==> config.mk <==
export PLATFORM = sky130hd
export DESIGN_NAME = hbkt_front
export DESIGN_NICKNAME = d
export VERILOG_FILES = /design/src/hdl/hbkt_pkg.sv /design/src/hdl/hbkt_front.sv
export SDC_FILE = /design/constraint.sdc
export NUM_CORES = 1
export LEC_CHECK = 0
export BUFFER_PORTS_ARGS = -buffer_cell sky130_fd_sc_hd__buf_2
export CAP_MARGIN = 10
export CORE_MARGIN = 2
export CORE_UTILIZATION = 58
export DETAILED_ROUTE_END_ITERATION = 7
export PLACE_DENSITY = 0.88
export SYNTH_ARGS = -nofsm -noshare
export SYNTH_HDL_FRONTEND = slang
export SYNTH_SLANG_ARGS = --single-unit
export TNS_END_PERCENT = 100
==> constraint.sdc <==
create_clock -name clk -period 1.5 [get_ports clk]
set_input_delay 0.15 -clock clk [delete_from_list [all_inputs] [get_ports clk]]
set_output_delay 0.15 -clock clk [all_outputs]
set_load 0.02 [all_outputs]
==> src/hdl/hbkt_pkg.sv <==
`timescale 1ns / 1ps
// shared types, constants and the usage-to-ascii table for the typematic decoder
// no dependencies
package hbkt_pkg;

  localparam int KEY_SLOTS = 6;
  localparam int SLOT_W    = $clog2(KEY_SLOTS);
  localparam int CODE_W    = 8;
  localparam int CHAR_W    = 7;
  localparam int CNT_W     = 16;
  localparam int BIT_W     = $clog2(CNT_W);
  localparam int REG_IDX_W = 2;

  localparam logic [REG_IDX_W-1:0] REG_REPEAT_DELAY     = 2'd0;
  localparam logic [REG_IDX_W-1:0] REG_REPEAT_PERIOD    = 2'd1;
  localparam logic [REG_IDX_W-1:0] REG_KEYBOARD_ENABLED = 2'd2;

  localparam logic [CNT_W-1:0] DELAY_RESET  = 16'd600;
  localparam logic [CNT_W-1:0] PERIOD_RESET = 16'd40;

  typedef logic [CODE_W-1:0] code_t;

  typedef struct packed {
    logic                        tick;
    code_t [KEY_SLOTS-1:0]       keys;
    logic  [KEY_SLOTS-1:0]       fresh;
  } item_t;

  typedef struct packed {
    logic [CHAR_W-1:0] ascii_char;
    code_t             usage_code;
    logic              last_of_run;
  } result_t;

  typedef struct packed {
    logic [CNT_W-1:0] repeat_delay;
    logic [CNT_W-1:0] rpt_interval;
    logic             keyboard_enabled;
  } cfg_t;

  function automatic logic [CHAR_W-1:0] usage_to_ascii(input code_t code);
    logic [7:0] ch;
    ch = 8'h00;
    if (code >= 8'h04 && code <= 8'h1d) begin
      ch = 8'h61 + (code - 8'h04);
    end else if (code >= 8'h1e && code <= 8'h26) begin
      ch = 8'h31 + (code - 8'h1e);
    end else begin
      case (code)
        8'h27: ch = 8'h30;
        8'h28: ch = 8'h0a;
        8'h29: ch = 8'h1b;
        8'h2a: ch = 8'h08;
        8'h2b: ch = 8'h09;
        8'h2c: ch = 8'h20;
        8'h2d: ch = 8'h2d;
        8'h2e: ch = 8'h3d;
        8'h2f: ch = 8'h5b;
        8'h30: ch = 8'h5d;
        8'h31: ch = 8'h5c;
        8'h33: ch = 8'h3b;
        8'h34: ch = 8'h27;
        8'h35: ch = 8'h60;
        8'h36: ch = 8'h2c;
        8'h37: ch = 8'h2e;
        8'h38: ch = 8'h2f;
        default: ch = 8'h00;
      endcase
    end
    return ch[CHAR_W-1:0];
  endfunction

endpackage

==> src/hdl/hbkt_front.sv <==
`timescale 1ns / 1ps
// input side: accepts reports and ticks, keeps the held report, marks new presses
// depends on hbkt_pkg
module hbkt_front (
  input  logic                                 clk,
  input  logic                                 rst,
  input  logic                                 in_valid,
  output logic                                 in_stall,
  input  logic                                 kind,
  input  hbkt_pkg::code_t [hbkt_pkg::KEY_SLOTS-1:0] keys,
  input  logic                                 enabled,
  input  logic                                 q_full,
  output logic                                 q_push,
  output hbkt_pkg::item_t                      q_data
);

  hbkt_pkg::code_t [hbkt_pkg::KEY_SLOTS-1:0] held;
  logic [hbkt_pkg::KEY_SLOTS-1:0]            fresh;
  logic                                      accept;

  assign in_stall = q_full;
  assign accept   = in_valid && !q_full;
  assign q_push   = accept && (!kind || enabled);

  always_comb begin
    logic hit;
    for (int i = 0; i < hbkt_pkg::KEY_SLOTS; i++) begin
      hit = 1'b0;
      for (int j = 0; j < hbkt_pkg::KEY_SLOTS; j++) begin
        if (held[j] == keys[i]) hit = 1'b1;
      end
      fresh[i] = (keys[i] != '0) && !hit;
    end
  end

  assign q_data.tick  = kind;
  assign q_data.keys  = kind ? held : keys;
  assign q_data.fresh = kind ? '0 : fresh;

  always_ff @(posedge clk) begin
    if (rst) begin
      held <= '0;
    end else if (accept && !kind) begin
      held <= keys;
    end
  end

endmodule

==> results.toml <==
[job]
maxCapViolCount = 0

[sta]
tightest_slew_ns = 0.676
max_freq_mhz = 422
hold_ws_ns = 0.196
setup_ws_ns = -0.872
fin_skew_ns = 0
maxSlewHeadroom_pct = 55.0
slew_viol_final = 0
period_share_pct = 158
period_needed_ns = 2.37
rsz0062_at_grt = "yes"
setup_viol = 8
final_hold_viol_count = 0
tns_ns = -4.46

[yosys]
synthAdderAreaFrac_pct = 0
synth_top_family_by_area = "XOR/XNOR gates"
synth_compound_area_share_pct = 7.48
synth.yosys.warnings = 0
postSynthAreaPerCell_sq_um = 8.06
synth-seq-cells = 48
syn_area_sq_mm = 0.00618
synth-xor-area-share_pct = 40.8
synthSimpleGateAreaFrac_pct = 15.0
syn_nets = 820
yosysSeqAreaShare_pct = 15.6
synthMuxAreaShare_pct = 8.75
synth_cell_types = 21
syn_inst = 766

[floorplanning]
fp.coreArea_sq_mm = 0.0103
fp.dieH_um = 107
initial_core_util_pct = 59.8
fp-row-count = 37
dieArea_sq_mm = 0.0115
ios = 111
die_w_um = 107

[hold_path]
min_from = "keys[47]"
worst_hold_path_type = "in -> reg"
hold_path_end = "held[47]$_SDFFE_PP0P_"
holdPathStages = 3

[layout]
nNetsFinal = 986
antennaDiodeCount = 0
layout_commonest_cell = "xnor2_1"
largest_reg_flops = 48
largestRegisters = "held: 48 flops"
drive_gt1_share_pct = 39.2
final_cell_mix = "144 x xnor2_1, 138 x buf_4, 131 x xor2_1"
area_delta_synth_final_pct = 30.4
regMostFlops = "held"

[routing]
ant_nets = 0
routedWlPerCell_um = 30.0
routed_wl_um = 32100
drt_iter0_drc = 1933
vias = 7697
drt-vias-per-instance = 7.20
drt-pass1-iter-count = 8
drc_errors = 291

[worst_setup_path]
worstPathArrival_ns = 2.22
rr_startpoint = "held[42]$_SDFFE_PP0P_"
required_ns = 1.35
r2r_end = "held[42]$_SDFFE_PP0P_"
reg2reg_slack_ns = -0.09
critPathLaunchType = "register"
path_max_fanout = 5
critical_path_class = "reg -> out"
cp-end-kind = "output pin"
r2r_cells = 3

[clocking]
htree_levels = 2
cts_tree = "done"
clockBufferDepth = 2
hold_buffers = 0
cts_root_buffer = "clkbuf_8"
cts.sinks = 48
worstSkewPairLatency_ns = 0.33
cts_made_buffers = 5
cts.clk_slew.worst_paths_ns = 0.12

[placed_design]
dp_hpwl_um = 19400
numPortBuffers = 110
routabilityCongestion = 1.12

[grt]
grt_max_degree = 49
overflow = 0
grt_use_total_pct = 50.9
first_global_vias = 7691
grt_pass1_wl_um = 43500
antenna_found_initial = 1

[outcome]
outcome = "finished, violations left"
violations = "DRC, setup timing"

[power_and_ir_drop]
p_leak_nw = 3.41
ir_drop_mv = 0.452
cellPowerDensity_mw_per_mm2 = 564
worst max-delay path by stage:
stage                                from  cells after the start  slack, ns         to
finish              held[47]$_SDFFE_PP0P_                      7      -0.87  q_data[1]
global route        held[47]$_SDFFE_PP0P_                      7      -0.93  q_data[1]
CTS                 held[42]$_SDFFE_PP0P_                      7      -0.58  q_data[3]
detailed placement  held[42]$_SDFFE_PP0P_                      7      -0.31  q_data[3]
global placement    held[47]$_SDFFE_PP0P_                      7      -0.17  q_data[1]
floorplan           held[44]$_SDFFE_PP0P_                      6     -0.002  q_data[0]
area by class of cell:
type | count | area [sq um]
Timing Repair Buffer | 278 | 2210
Tap cell | 136 | 170
Fill cell | 571 | 2270
Sequential cell | 48 | 971
Clock buffer | 5 | 68.8
Clock inverter | 3 | 22.5
Inverter | 1 | 3.75
Multi-Input combinational cell | 598 | 4610
power breakdown:
part	total, W	switching (W)	internal (W)
sequential	0.00136	0.0000378	0.00132
clock	0.000934	0.000596	0.000338
combinational	0.00225	0.00132	0.000923
total	0.00454	0.00196	0.00258
through the flow:
stage	total power, W	setup WS (ns)	utilization (%)	cells	instance area [sq um]
floorplan	0.00264	-0.00244	-	766	6180
finish	0.00454	-0.872	78.0	1069	8050
detailed placement	0.00333	-0.312	74.8	1059	7720
global route	0.00457	-0.926	78.0	1069	8050
global placement	0.00322	-0.166	74.8	1059	7720
CTS	0.00423	-0.578	76.7	1067	7920
synthesized netlist by cell type (all sizes together):
library cell	n	area, sq um
a211oi	6	75.1
a21oi	49	245
a221oi	6	58.8
buf	110	728
clkbuf	9	33.8
dfxtp	48	961
inv	1	3.75
mux2	48	541
nand2	102	383
nand2b	1	6.26
nand4	36	225
nor2	1	3.75
nor4	48	300
o211ai	6	45.0
o22ai	6	37.5
or2	1	6.26
xnor2	144	1260
xor2	144	1260
metal layers:
metal  up-vias  part of all wire, %  track usage (%)
met5         -                 0.17             3.81
met2       997                   38             72.9
met1      3351                   31             53.3
met3       506                   18             27.4
li1       2841                    -                -
met4         2                   13             44.6
critical path, cell delays in order, from the launching register on:
cell	delay [ns]
dfxtp_2	0.37
buf_12	0.15
xor2_2	0.32
nor4_2	0.09
a221oi_1	0.32
o211ai_1	0.16
a211oi_2	0.28
buf_4	0.19
repair_timing:
item,CTS,global route
buffers inserted,0,2
pin swaps,12,11
setup endpoints to repair,7,9
gates resized for setup,28,18
cell families after synthesis:
kind of cell / Yosys count
buffers and inverters: 120
XOR/XNOR: 288
AND/OR/NAND/NOR: 189
AO/OA/AOI/OAI: 73
flip-flops: 48
multiplexers: 48
Power figures use the tool's default switching activity.
