## config.mk

```make
export PLATFORM = sky130hd
export DESIGN_NAME = hbkt_queue
export DESIGN_NICKNAME = d
export VERILOG_FILES = /design/src/hdl/hbkt_pkg.sv /design/src/hdl/hbkt_queue.sv
export SDC_FILE = /design/constraint.sdc
export NUM_CORES = 1
export LEC_CHECK = 0
export ABC_AREA = 1
export BUFFER_PORTS_ARGS = -buffer_cell sky130_fd_sc_hd__buf_2
export CORE_MARGIN = 2
export CORE_UTILIZATION = 55
export DETAILED_ROUTE_END_ITERATION = 16
export PLACE_DENSITY = 0.93
export SLEW_MARGIN = 20
export SYNTH_ARGS = -nofsm -noshare
export SYNTH_HDL_FRONTEND = slang
export SYNTH_SLANG_ARGS = --single-unit
```

## constraint.sdc

```tcl
create_clock -name clk -period 5.2 [get_ports clk]
set_input_delay 1.04 -clock clk [delete_from_list [all_inputs] [get_ports clk]]
set_output_delay 1.04 -clock clk [all_outputs]
set_load 0.005 [all_outputs]
```

## src/hdl/hbkt_pkg.sv

```systemverilog
`timescale 1ns / 1ps
// shared types, constants and the usage-to-ascii table for the typematic decoder
// no dependencies
package hbkt_pkg;

  localparam int KEY_SLOTS = 6;
  localparam int SLOT_W    = $clog2(KEY_SLOTS);
  localparam int CODE_W    = 8;
  localparam int CHAR_W    = 7;
  localparam int CNT_W     = 16;
  localparam int BIT_W     = $clog2(CNT_W);
  localparam int REG_IDX_W = 2;

  localparam logic [REG_IDX_W-1:0] REG_REPEAT_DELAY     = 2'd0;
  localparam logic [REG_IDX_W-1:0] REG_REPEAT_PERIOD    = 2'd1;
  localparam logic [REG_IDX_W-1:0] REG_KEYBOARD_ENABLED = 2'd2;

  localparam logic [CNT_W-1:0] DELAY_RESET  = 16'd600;
  localparam logic [CNT_W-1:0] PERIOD_RESET = 16'd40;

  typedef logic [CODE_W-1:0] code_t;

  typedef struct packed {
    logic                        tick;
    code_t [KEY_SLOTS-1:0]       keys;
    logic  [KEY_SLOTS-1:0]       fresh;
  } item_t;

  typedef struct packed {
    logic [CHAR_W-1:0] ascii_char;
    code_t             usage_code;
    logic              last_of_run;
  } result_t;

  typedef struct packed {
    logic [CNT_W-1:0] repeat_delay;
    logic [CNT_W-1:0] rpt_interval;
    logic             keyboard_enabled;
  } cfg_t;

  function automatic logic [CHAR_W-1:0] usage_to_ascii(input code_t code);
    logic [7:0] ch;
    ch = 8'h00;
    if (code >= 8'h04 && code <= 8'h1d) begin
      ch = 8'h61 + (code - 8'h04);
    end else if (code >= 8'h1e && code <= 8'h26) begin
      ch = 8'h31 + (code - 8'h1e);
    end else begin
      case (code)
        8'h27: ch = 8'h30;
        8'h28: ch = 8'h0a;
        8'h29: ch = 8'h1b;
        8'h2a: ch = 8'h08;
        8'h2b: ch = 8'h09;
        8'h2c: ch = 8'h20;
        8'h2d: ch = 8'h2d;
        8'h2e: ch = 8'h3d;
        8'h2f: ch = 8'h5b;
        8'h30: ch = 8'h5d;
        8'h31: ch = 8'h5c;
        8'h33: ch = 8'h3b;
        8'h34: ch = 8'h27;
        8'h35: ch = 8'h60;
        8'h36: ch = 8'h2c;
        8'h37: ch = 8'h2e;
        8'h38: ch = 8'h2f;
        default: ch = 8'h00;
      endcase
    end
    return ch[CHAR_W-1:0];
  endfunction

endpackage

```

## src/hdl/hbkt_queue.sv

```systemverilog
`timescale 1ns / 1ps
// two-entry queue between front and back
// depends on hbkt_pkg
module hbkt_queue (
  input  logic            clk,
  input  logic            rst,
  input  logic            push,
  input  hbkt_pkg::item_t push_data,
  input  logic            pop,
  output hbkt_pkg::item_t head,
  output logic            full,
  output logic            empty
);

  hbkt_pkg::item_t entries [2];
  logic            wp;
  logic            rp;
  logic [1:0]      count;

  assign full  = (count == 2'd2);
  assign empty = (count == 2'd0);
  assign head  = entries[rp];

  always_ff @(posedge clk) begin
    if (push) entries[wp] <= push_data;
  end

  always_ff @(posedge clk) begin
    if (rst) begin
      wp    <= 1'b0;
      rp    <= 1'b0;
      count <= 2'd0;
    end else begin
      if (push) wp <= ~wp;
      if (pop) rp <= ~rp;
      case ({push, pop})
        2'b10:   count <= count + 2'd1;
        2'b01:   count <= count - 2'd1;
        default: count <= count;
      endcase
    end
  end

endmodule

```

==> results of run 1 <==
## sequential cells by signal, summed over array words and instances (netlist names), named ones only
register,flops
count,2
entries,110
rp,1
wp,1
## synth_stat cells, drive strengths merged
library cell	count
a21oi	1
ha	1
nand2	5
nor2	10
nor3	1
nand4	1
o21ai	1
xnor2	1
mux2	55
buf	6
dfxtp	5
inv	7
edfxtp	110
## layout make-up
type / instances / area [sq um] / share of cell area
Timing Repair Buffer: 116 / 583 / 0.103
Tap cell: 102 / 128 / 0.0225
Multi-Input combinational cell: 76 / 913 / 0.161
Inverter: 7 / 28.8 / 0.00508
Sequential cell: 115 / 3410 / 0.602
Clock inverter: 14 / 185 / 0.0327
Clock buffer: 18 / 418 / 0.0738
## worst paths after layout
kind	slack, ps	to	startpoint	cells past startpoint
setup / recovery	2090	head[47]	flip-flop	2
hold / removal	520	flip-flop	rp	2
setup reg to reg	3390	entries[0][47]	wp	2
hold reg to reg	520	flip-flop	rp	2
## cells by family (layout without fill, tap and decap cells)
kind of cell / count (synthesis) / in the layout / synth area share
XOR/XNOR: 1 / 1 / 0.00197
flip-flops: 115 / 115 / 0.765
AO/OA/AOI/OAI: 2 / 2 / 0.00225
buffers and inverters: 13 / 155 / 0.0310
multiplexers: 55 / 55 / 0.181
AND/OR/NAND/NOR: 17 / 17 / 0.0152
adder cells (fa/ha/maj): 1 / 1 / 0.00281
## power by group through the flow
| stage | Sequential (mW) | Combinational (mW) | Clock, mW |
|---|---|---|---|
| after floorplan | 1.10 | 0.146 | 0 |
| after global placement | 1.12 | 0.191 | 0 |
| after detailed placement | 1.13 | 0.198 | 0 |
| after CTS | 1.11 | 0.199 | 1.18 |
| after global routing | 1.11 | 0.213 | 1.22 |
| final | 1.11 | 0.196 | 1.16 |
## metal layers
metal | GRT usage | vias up | routed length (um) | part of all wire
met1 | 0.195 | 1094 | 2860 | 0.39
met3 | 0.0714 | 5 | 467 | 0.064
met4 | 0.0652 | 0 | 60 | 0.0082
met5 | 0 | - | 0 | 0
li1 | - | 1053 | - | -
met2 | 0.295 | 80 | 3920 | 0.54
## critical path, cell delays in order (launching register included)
cell and delay (ps):
dfxtp_4 1000, mux2_2 410, buf_2 120
==> reports/results.ini, run 1 <==
[grt]
grt_pass1_wl_mm = 10.9
grt_max_degree = 57
overflow = 0
grt.total_usage = 0.173
grt_pass1_vias = 2279
antenna_found_initial = 0

[final_layout]
fin_cells = 448
drive_above_1_share = 0.587
antenna_cells = 0
final_common_cell = buf_2
area_growth_pct = 27.3
mostFrequentLayoutCells = buf_2, edfxtp_1, mux2_4
n_fill_cell = 492
final_area_sq_um = 5660
final_core_util = 0.729
num-nets-final = 393

[clock_tree]
cts_setup_buffers = 0
cts_tree = done
cts_buffers = 17
cts_max_level = 4
root_buffer = clkbuf_8
cts.sinks = 115
clk_pin_slew_ps = 50
cts_resized = 0
hold_buffers = 0
ctsLongestPathBuffers = 2
insertion_delay_ps = 490

[route]
drt-total-wl_mm = 7.31
wire_per_inst_um = 16.3
drt-initial-drc-count = 80
drt_first_pass_iters = 4
vias_per_cell = 4.98
vias = 2232
ant_nets = 0
route.detailed.drc = 0

[power_and_ir_drop]
switchingPower_uw = 496
cellInternalPower_mw = 1.97
comb_power_share = 0.080
powerDensity_nw_per_um2 = 435
switching_share = 0.201
power_mw = 2.46
p_leak_nw = 2.29
peakVddDrop_mv = 0.377
seq_power_share = 0.450
p_clk_frac = 0.470

[hold_path]
holdCritPathClass = reg -> reg

[timing]
slew_headroom = 0.338
slew_viol_final = 0
layout_setup_ws_ps = 2090
finalSetupViolations = 0
tightest_slew_ps = 994
max_freq_mhz = 321
layout_worst_path_cycle_share = 0.599
hold_viol = 0
clock_skew_ps = 4.11
fin_crit_ps = 3110
rsz0062_at_grt = false
fin_tns_setup_ps = 0
fin_worst_hold_slack_ps = 520

[critical_path]
crit_type = reg -> out
end_kind = output pin
crit_arrival_ps = 2070
worstPathRequired_ps = 4160
cp_max_fo = 55
critPathLaunchType = flip-flop

[die]
die_w_um = 93.9
num_rows = 32
core_area_sq_um = 7770
dieArea_sq_um = 8820
die_y_um = 93.9
initial_core_util = 0.572
ios = 116

[placed_design]
portBuffers = 115
place_hpwl_mm = 4.84
postPlaceCellArea_sq_um = 5060
place_ws_ps = 2490
place_congestion = 0.662
dp.cells = 416

[logic_synthesis]
synth_area_leaders = edfxtp_1, mux2_4, buf_12
syn_nets = 264
ys_ff_latch = 115
synth_cells = 204
synth_top_area_frac = 0.743
ys_types = 15
yosysSeqAreaShare = 0.765
ys_warn_count = 0
synth_top_area_cell = edfxtp_1
syn_area_per_cell_sq_um = 21.8
netlist_area_sq_um = 4450

[flow_run]
cap_violations = 0

[outcome]
status = finished, final reports clean

Note: power is estimated with default switching activity, not from simulation.
==> run 2, diff against run 1 <==
--- a/config.mk
+++ b/config.mk
@@ -8,9 +8,9 @@
 export ABC_AREA = 1
 export BUFFER_PORTS_ARGS = -buffer_cell sky130_fd_sc_hd__buf_2
 export CORE_MARGIN = 2
-export CORE_UTILIZATION = 55
+export CORE_UTILIZATION = 52
 export DETAILED_ROUTE_END_ITERATION = 16
-export PLACE_DENSITY = 0.93
+export PLACE_DENSITY = 0.89
 export SLEW_MARGIN = 20
 export SYNTH_ARGS = -nofsm -noshare
 export SYNTH_HDL_FRONTEND = slang
==> constraint.sdc (replaced) <==
create_clock -name clk -period 3.1 [get_ports clk]
set_input_delay 0.62 -clock clk [delete_from_list [all_inputs] [get_ports clk]]
set_output_delay 0.62 -clock clk [all_outputs]
set_load 0.005 [all_outputs]
==> reports/results.ini, run 2 (synthesis gave the netlist of run 1 again) <==
[critical_path]
critical_path_buf_inv_count = 2  ; was 1
r2r-end = entries[1][21]  ; was entries[0][47]
cp_num_cells = 3  ; was 2
path_cells = buf_4 -> mux2_2 -> buf_2  ; was mux2_2 -> buf_2
regToRegSetupSlack_ps = 1500  ; was 3390 ps
endpoint = head[47]  ; unchanged
worstPathRequired_ps = 2480  ; was 4160 ps
cp_max_fo = 25  ; was 55
crit_slowest_cell = dfxtp_4  ; unchanged
worstRegToRegCells = 3  ; was 2
max_stage_delay_ps = 630  ; was 1000 ps
critical_path.top_delay_family = flip-flops  ; unchanged
crit_arrival_ps = 2030  ; was 2070 ps
end_kind = output pin  ; unchanged
critPathLaunchType = flip-flop  ; unchanged
reg2reg_from = wp  ; unchanged
crit_type = reg -> out  ; unchanged

[timing]
max_freq_mhz = 378
tightest_slew_ps = 584  ; was 994 ps
slew_headroom = 0.610  ; was 0.338
fin_tns_setup_ps = 0  ; unchanged
rsz0062_at_grt = false  ; unchanged
slew_viol_final = 0  ; unchanged
hold_viol = 0  ; unchanged
clock_skew_ps = 4.48  ; was 4.11 ps
fin_crit_ps = 2650
layout_setup_ws_ps = 452  ; was 2090 ps
finalSetupViolations = 0  ; unchanged
layout_worst_path_cycle_share = 0.854

[final_layout]
drive_above_1_share = 0.600  ; was 0.587
antenna_cells = 0  ; unchanged
fin_cells = 455  ; was 448
top_register = entries  ; unchanged
final_common_cell = buf_2  ; unchanged
mostFrequentLayoutCells = buf_2, edfxtp_1, mux2_4  ; unchanged
area_growth_pct = 28.7  ; was 27.3%
largest_reg_flops = 110  ; unchanged
top_regs = entries (110), count (2)  ; unchanged
num-nets-final = 397  ; was 393
n_fill_cell = 567  ; was 492

[placed_design]
dp.cells = 423  ; was 416
place_ws_ps = 954  ; was 2490 ps
place_congestion = 0.691  ; was 0.662
portBuffers = 115  ; unchanged
place_hpwl_mm = 4.99  ; was 4.84 mm

[route]
vias_per_cell = 4.87  ; was 4.98
route.detailed.drc = 0  ; unchanged
wire_per_inst_um = 15.8  ; was 16.3 um
vias = 2218  ; was 2232
ant_nets = 0  ; unchanged
drt-initial-drc-count = 172  ; was 80
drt_first_pass_iters = 4  ; unchanged
drt-total-wl_mm = 7.18  ; was 7.31 mm

[die]
initial_core_util = 0.538  ; was 0.572
die_y_um = 96.5  ; was 93.9 um
ios = 116  ; unchanged
die_w_um = 96.5  ; was 93.9 um
num_rows = 33  ; was 32
dieArea_sq_um = 9310  ; was 8820 sq um
core_area_sq_um = 8260  ; was 7770 sq um

[grt]
grt_pass1_wl_mm = 10.4  ; was 10.9 mm
grt_max_degree = 40  ; was 57
gr-max-usage-layer = met2  ; unchanged
antenna_found_initial = 0  ; unchanged
met3_usage = 0.0628  ; was 0.0714
grt_pass1_vias = 2104  ; was 2279
use_met2 = 0.275  ; was 0.295
grt.total_usage = 0.161  ; was 0.173
overflow = 0  ; unchanged
grt_util_met1 = 0.178  ; was 0.195

[clock_tree]
hold_buffers = 0  ; unchanged
cts_setup_buffers = 0  ; unchanged
cts.sinks = 115  ; unchanged
cts_tree = done  ; unchanged
clk_pin_slew_ps = 60  ; was 50 ps
cts_buffers = 17  ; unchanged
cts_max_level = 4  ; unchanged
insertion_delay_ps = 490  ; about the same
cts_resized = 0  ; unchanged
root_buffer = clkbuf_8  ; unchanged
ctsLongestPathBuffers = 2  ; unchanged

[power_and_ir_drop]
powerDensity_nw_per_um2 = 728  ; was 435 nW/um^2
power_mw = 4.17  ; was 2.46 mW
p_leak_nw = 2.32  ; was 2.29 nW
peakVddDrop_mv = 0.467  ; was 0.377 mV

[hold_path]
holdCritPathClass = in -> reg  ; was reg -> reg

[outcome]
status = finished, final reports clean  ; unchanged

[flow_run]
cap_violations = 0  ; unchanged

[run 2: how the worst min path moves through the flow]
stage / from / end / slack, ps / cells after the start
2_1_floorplan: rp / flip-flop / 480 / 2
3_3_place_gp: rp / rp / 500 / 2
3_5_place_dp: rp / rp / 510 / 2
4_1_cts: push_data[18] / entries[1][18] / 280 / 1
5_1_grt: push_data[31] / entries[0][31] / 280 / 1
6_report: push_data[30] / entries[0][30] / 310 / 1
[run 2: report_power, final]
group | internal, mW | leakage, nW | switching [mW] | total [mW]
Combinational | 0.206 | 0.955 | 0.149 | 0.355
Sequential | 1.80 | 1.07 | 0.0400 | 1.84
Clock | 1.31 | 0.287 | 0.663 | 1.97
[run 2: layout make-up]
cell class	count	area, sq um	share of cell area
clock buffer	17	414	0.0723
clock inverter	15	206	0.0361
inverter	7	26.3	0.00459
multi-input combinational	76	913	0.160
sequential	115	3410	0.595
tap	105	131	0.0230
timing repair buffer	120	626	0.109
[run 2: per-stage QoR]
step	utilization	instance area, sq um	hold slack, ps
6_report	0.693	5720	309
3_5_place_dp	0.618	5100	508
5_1_grt	0.693	5720	280
2_1_floorplan	-	4450	480
3_3_place_gp	0.618	5100	495
4_1_cts	0.693	5720	275
[run 2: routing by layer]
layer	part of all wire	wire, um
met5	0	0
met4	0.0061	44
met3	0.060	434
met2	0.53	3830
met1	0.40	2870
